==> src/sv/ugbp_pkg.sv <==
// shared types, codes and defaults of the uniform grid broad phase
package ugbp_pkg;

  // default geometry and storage sizes
  localparam int MAX_COLS_DEF   = 16;
  localparam int MAX_ROWS_DEF   = 16;
  localparam int CELL_SLOTS_DEF = 8;
  localparam int ID_BITS_DEF    = 8;

  // field widths fixed by the interface
  localparam int COORD_W      = 16;
  localparam int ID_FIELD_W   = 8;
  localparam int EXCL_W       = 9;
  localparam int DIM_W        = 7;
  localparam int CFG_IDX_W    = 2;
  localparam int CFG_DATA_W   = 16;
  localparam int RESULT_LIMIT = 64;
  localparam int SEEN_TAG_W   = 8;

  // opcodes
  localparam logic [1:0] OP_CLEAR        = 2'd0;
  localparam logic [1:0] OP_INSERT       = 2'd1;
  localparam logic [1:0] OP_QUERY_ALL    = 2'd2;
  localparam logic [1:0] OP_QUERY_UNIQUE = 2'd3;

  // configuration register indexes
  localparam logic [CFG_IDX_W-1:0] REG_CELL_WIDTH   = 2'd0;
  localparam logic [CFG_IDX_W-1:0] REG_CELL_HEIGHT  = 2'd1;
  localparam logic [CFG_IDX_W-1:0] REG_CELLS_ACROSS = 2'd2;
  localparam logic [CFG_IDX_W-1:0] REG_CELLS_DOWN   = 2'd3;

  // configuration reset values
  localparam logic [COORD_W-1:0] CELL_SIZE_RST = 16'd64;
  localparam logic [4:0]         GRID_DIM_RST  = 5'd16;

  typedef struct packed {
    logic [1:0]            opcode;
    logic [ID_FIELD_W-1:0] entity_id;
    logic [COORD_W-1:0]    box_left;
    logic [COORD_W-1:0]    box_top;
    logic [COORD_W-1:0]    box_right;
    logic [COORD_W-1:0]    box_bottom;
    logic [EXCL_W-1:0]     exclude_id;
  } in_t;

  typedef struct packed {
    logic [ID_FIELD_W-1:0] found_id;
    logic                  found_valid;
    logic                  cell_overflow;
    logic                  truncated;
    logic                  last;
  } out_t;

endpackage

==> src/sv/ugbp_div.sv <==
// restoring divider, one quotient bit per cycle, zero divisor treated as one
module ugbp_div #(
  parameter int W = ugbp_pkg::COORD_W
) (
  input  logic         clk,
  input  logic         rst_n,
  input  logic         start,
  input  logic [W-1:0] dividend,
  input  logic [W-1:0] divisor,
  output logic         done,
  output logic [W-1:0] quotient
);

  localparam int CNT_W = $clog2(W + 1);

  logic [CNT_W-1:0] cnt_r;
  logic [W-1:0]     rem_r;
  logic [W-1:0]     quo_r;
  logic [W-1:0]     dvs_r;
  logic             done_r;
  logic [W:0]       trial;
  logic             ge;

  assign trial = {rem_r, quo_r[W-1]};
  assign ge    = trial >= {1'b0, dvs_r};

  always_ff @(posedge clk) begin
    if (!rst_n) begin
      cnt_r  <= '0;
      done_r <= 1'b0;
    end else begin
      done_r <= 1'b0;
      if (start) begin
        cnt_r <= CNT_W'(W);
        rem_r <= '0;
        quo_r <= dividend;
        dvs_r <= (divisor == '0) ? W'(1) : divisor;
      end else if (cnt_r != '0) begin
        cnt_r <= cnt_r - 1'b1;
        if (ge) begin
          rem_r <= W'(trial - {1'b0, dvs_r});
        end else begin
          rem_r <= trial[W-1:0];
        end
        quo_r <= {quo_r[W-2:0], ge};
        if (cnt_r == CNT_W'(1)) begin
          done_r <= 1'b1;
        end
      end
    end
  end

  assign done     = done_r;
  assign quotient = quo_r;

endmodule

==> config.mk <==
export PLATFORM = sky130hd
export DESIGN_NAME = ugbp_div
export DESIGN_NICKNAME = d
export VERILOG_FILES = /design/src/sv/ugbp_pkg.sv /design/src/sv/ugbp_div.sv
export SDC_FILE = /design/constraint.sdc
export NUM_CORES = 1
export LEC_CHECK = 0
export ABC_CLOCK_PERIOD_IN_PS = 2800
export BUFFER_PORTS_ARGS = -buffer_cell sky130_fd_sc_hd__buf_2
export CAP_MARGIN = 40
export CORE_ASPECT_RATIO = 0.9
export CORE_MARGIN = 3
export CORE_UTILIZATION = 40
export CTS_CLUSTER_SIZE = 10
export DETAILED_ROUTE_END_ITERATION = 10
export PLACE_DENSITY = 0.67
export REMOVE_ABC_BUFFERS = 1
export SYNTH_ARGS = -nofsm -noshare
export SYNTH_HDL_FRONTEND = slang
export SYNTH_SLANG_ARGS = --single-unit
==> constraint.sdc <==
create_clock -name clk -period 2.8 [get_ports clk]
set_input_delay 0.42 -clock clk [delete_from_list [all_inputs] [get_ports clk]]
set_output_delay 0.42 -clock clk [all_outputs]
set_load 0.03 [all_outputs]
==> summary.md <==
| Metric | Value |
|---|---|
| Status | `finished clean` |
| Worst hold stages | `1` |
| Worst path arrival time | `2.76 ns` |
| # port buffers | `51` |
| PwrDens | `716.2 nW/µm²` |
| Vias | `2487` |
| Most frequent cell after synthesis | `edfxtp_1` |
| Sequential area share after synthesis | `47.56%` |
| Clk_lat worst skew | `0.30 ns` |
| CP bufs+invs | `0` |
| Period Utilization, post-route | `94.11%` |
| Hold Crit Class | `in -> reg` |
| Antenna Violating Nets Remaining | `0` |
| Async S/R FF share, synth | `0%` |
| Post-DP HPWL | `5.256 mm` |
| Fin crit period | `2.635 ns` |
| Synthesized instance count | `310` |
| First-pass GRT wire length | `11.70 mm` |
| Final Slew Violations | `0` |
| Yosys top cell area share | `43.90%` |
| Worst Reg-to-Reg Cells | `6` |
| Vias in the first global route | `2488` |
| Initial antenna violation count | `0` |
| CP Max Fanout | `10` |
| Nets | `405` |
| First drt pass iteration count | `5` |
| Worst path depth | `6` |
| Inst Count DP | `439` |
| CTS Buf Count | `5` |
| Clock Tree Buf Depth | `2` |
| Worst reg2reg path endpoint | `rem_r[15]` |
| Crit Path Category | `reg -> reg` |
| MaxCap Viol Count | `0` |
| Layout Cells excl Fill | `447` |
| Starting density of the core | `42.25%` |
| Root Buffer | `clkbuf_8` |
| Die extent in x | `101.5 µm` |
| Avg Cell Area, Syn | `10.59 µm²` |
| Flop2flop setup slack | `0.16 ns` |
| Sink Count | `54` |
| Worst Hold Path EP | `dvs_r[1]` |
| Post-CTS setup buffers | `0` |
| Routability cong. | `1.016` |
| Max incr delay on CP | `0.55 ns` |
| CTS tree | `yes` |
| FF-to-FF Start | `rem_r[11]` |
| Max H-tree Level | `2` |
| Slowest cell on the critical path | `or4b_1` |
| Leak | `0.001495 µW` |
| Via/cell ratio | `5.564` |
| Starting DRC count in detailed routing | `181` |
| CP top delay family | `compound AO/OA/AOI/OAI gates` |
| Final Hold Vio Count | `0` |
| Mapped cell area | `3283 µm²` |
| Grt ovf | `0` |
| Unrepaired setup endpoints after global routing | `no` |
| Critical Path Source | `rem_r[11]` |
| Finish-stage setup viols | `0` |
| Fin Setup TNS | `0 ns` |
| I/O Pins | `52` |
| Routed wire per std cell | `15.59 µm` |
| Area leader, netlist | `edfxtp_1` |
| Core ar. | `7770 µm²` |
| Full die area | `9332 µm²` |
| Largest net degree at the start of global routing | `33` |
| Number of synthesized flops with an enable pin | `48` |
| Maximum VDD drop | `334.0 µV` |
| Routed WL | `6.968 mm` |
| Skew final | `0.007237 ns` |
| F_max | `379.5 MHz` |
| Die outline height | `91.95 µm` |
| Layout cell share with drive strength beyond 1 | `25.36%` |
| Worst slew pin tran | `0.6281 ns` |
| DRC | `0` |
| Setup crit end kind | `flip-flop` |
| Clock-pin transition on the worst setup and hold timing paths | `0.10 ns` |
| Area growth syn-to-layout | `13.38%` |
| HP Start | `divisor[1]` |
| Worst EP required | `2.92 ns` |
| Fillers | `700` |
| Post-synthesis cell type count | `56` |
| Critical Path, Cell by Cell | `ha_1 -> a21o_1 -> o311a_1 -> or4b_1 -> xnor2_1 -> a211oi_1` |
| Total global-route track usage | `15.61%` |
| # diodes | `0` |
| Commonest cells post-synth | `edfxtp_1, inv_1, clkbuf_1, ha_1` |
| Dominant cells by area after synthesis | `edfxtp_1, ha_1, mux2_2` |
| Seq cells post-synth | `54` |
| Slew headroom | `58.13%` |
| Yosys warns | `0` |
| CP startpoint kind | `flip-flop` |
| Leading register cell type out of synthesis | `edfxtp_1` |
| Row cnt | `30` |
cell families (layout without fill, tap and decap cells):
group / count (synthesis) / count (layout) / share of synthesized area (%)
DFF: 54 / 54 / 47.56
adders and majority gates: 20 / 20 / 7.851
xor gates and xnor gates: 13 / 13 / 3.468
and+or+nand+nor: 84 / 84 / 12.96
buffers and inverters: 49 / 90 / 6.212
muxes: 18 / 18 / 6.098
AOI/OAI and AO/OA: 72 / 72 / 15.85
layout make-up:
class | count | area [µm²] | share of cell area (%)
Clock buffer | 6 | 72.57 | 1.950
Clock inverter | 2 | 37.54 | 1.008
Inverter | 22 | 82.58 | 2.218
Tap cell | 96 | 120.1 | 3.227
Multi-Input combinational cell | 207 | 1525 | 40.97
Timing Repair Buffer | 60 | 322.8 | 8.672
Sequential cell | 54 | 1562 | 41.95
placed cells by master, fill, tap and decap left out, types with 10 or more instances in the layout:
cell	n
nand3_1	15
ha_1	19
edfxtp_1	48
nor2_1	17
mux2_2	16
inv_1	21
buf_2	51
nor3_1	13
a21oi_1	16
xnor2_1	10
nand2_1	17
per-layer routing:
| layer | vias up | routed length (µm) | global-route usage (%) |
|---|---|---|---|
| met1 | 1160 | 3344 | 22.46 |
| li1 | 1221 | - | - |
| met2 | 100 | 2977 | 23.26 |
| met3 | 6 | 594 | 4.335 |
| met5 | - | 0 | 0 |
| met4 | 0 | 52 | 3.654 |
how the worst max path moves through the flow:
stage | end | slack [ns]
finish | rem_r[15] | 0.16
global route | rem_r[14] | 0.0003
global placement | quotient[0] | 0.20
floorplan | rem_r[11] | 0.11
detailed placement | quotient[0] | 0.1
CTS | rem_r[15] | 0.06
per-stage QoR:
| stage | worst slack [ns] | total power (µW) | hold slack (ns) | instance area (µm²) | util, % |
|---|---|---|---|---|---|
| floorplan | 0.1133 | 1858 | 0.4840 | 3162 | - |
| global placement | 0.2045 | 2120 | 0.4986 | 3605 | 46.39 |
| detailed placement | 0.09941 | 2137 | 0.5070 | 3605 | 46.39 |
| CTS | 0.05915 | 2668 | 0.2869 | 3715 | 47.81 |
| global route | 0.0003209 | 2841 | 0.2867 | 3722 | 47.91 |
| finish | 0.1649 | 2666 | 0.3020 | 3722 | 47.91 |
power breakdown:
part           switching (µW)  internal (µW)  leakage [µW]
clock network             255            267     0.0000514
registers                69.0           1030      0.000512
logic                     616            430      0.000932
total                     940           1730       0.00150
sequential cells by signal, summed over array words and instances (netlist names):
signal / count
rem_r: 16
cnt_r: 5
dvs_r: 16
quotient: 16
done: 1
what timing repair did:
| action | 4_1_cts | 5_1_grt |
|---|---|---|
| resized for setup | 0 | 2 |
| endpoints found under the hold margin | 0 | 0 |
| setup endpoints to repair | 0 | 8 |
| hold buffers | 0 | 0 |
worst register-to-register path, cell delays in order (launching register included):
cell	delay (ns)
edfxtp_1	0.42
ha_1	0.45
a21o_1	0.27
o311a_1	0.34
or4b_1	0.55
xnor2_1	0.16
a211oi_1	0.27
No activity file was read; power rests on OpenSTA's default activity.
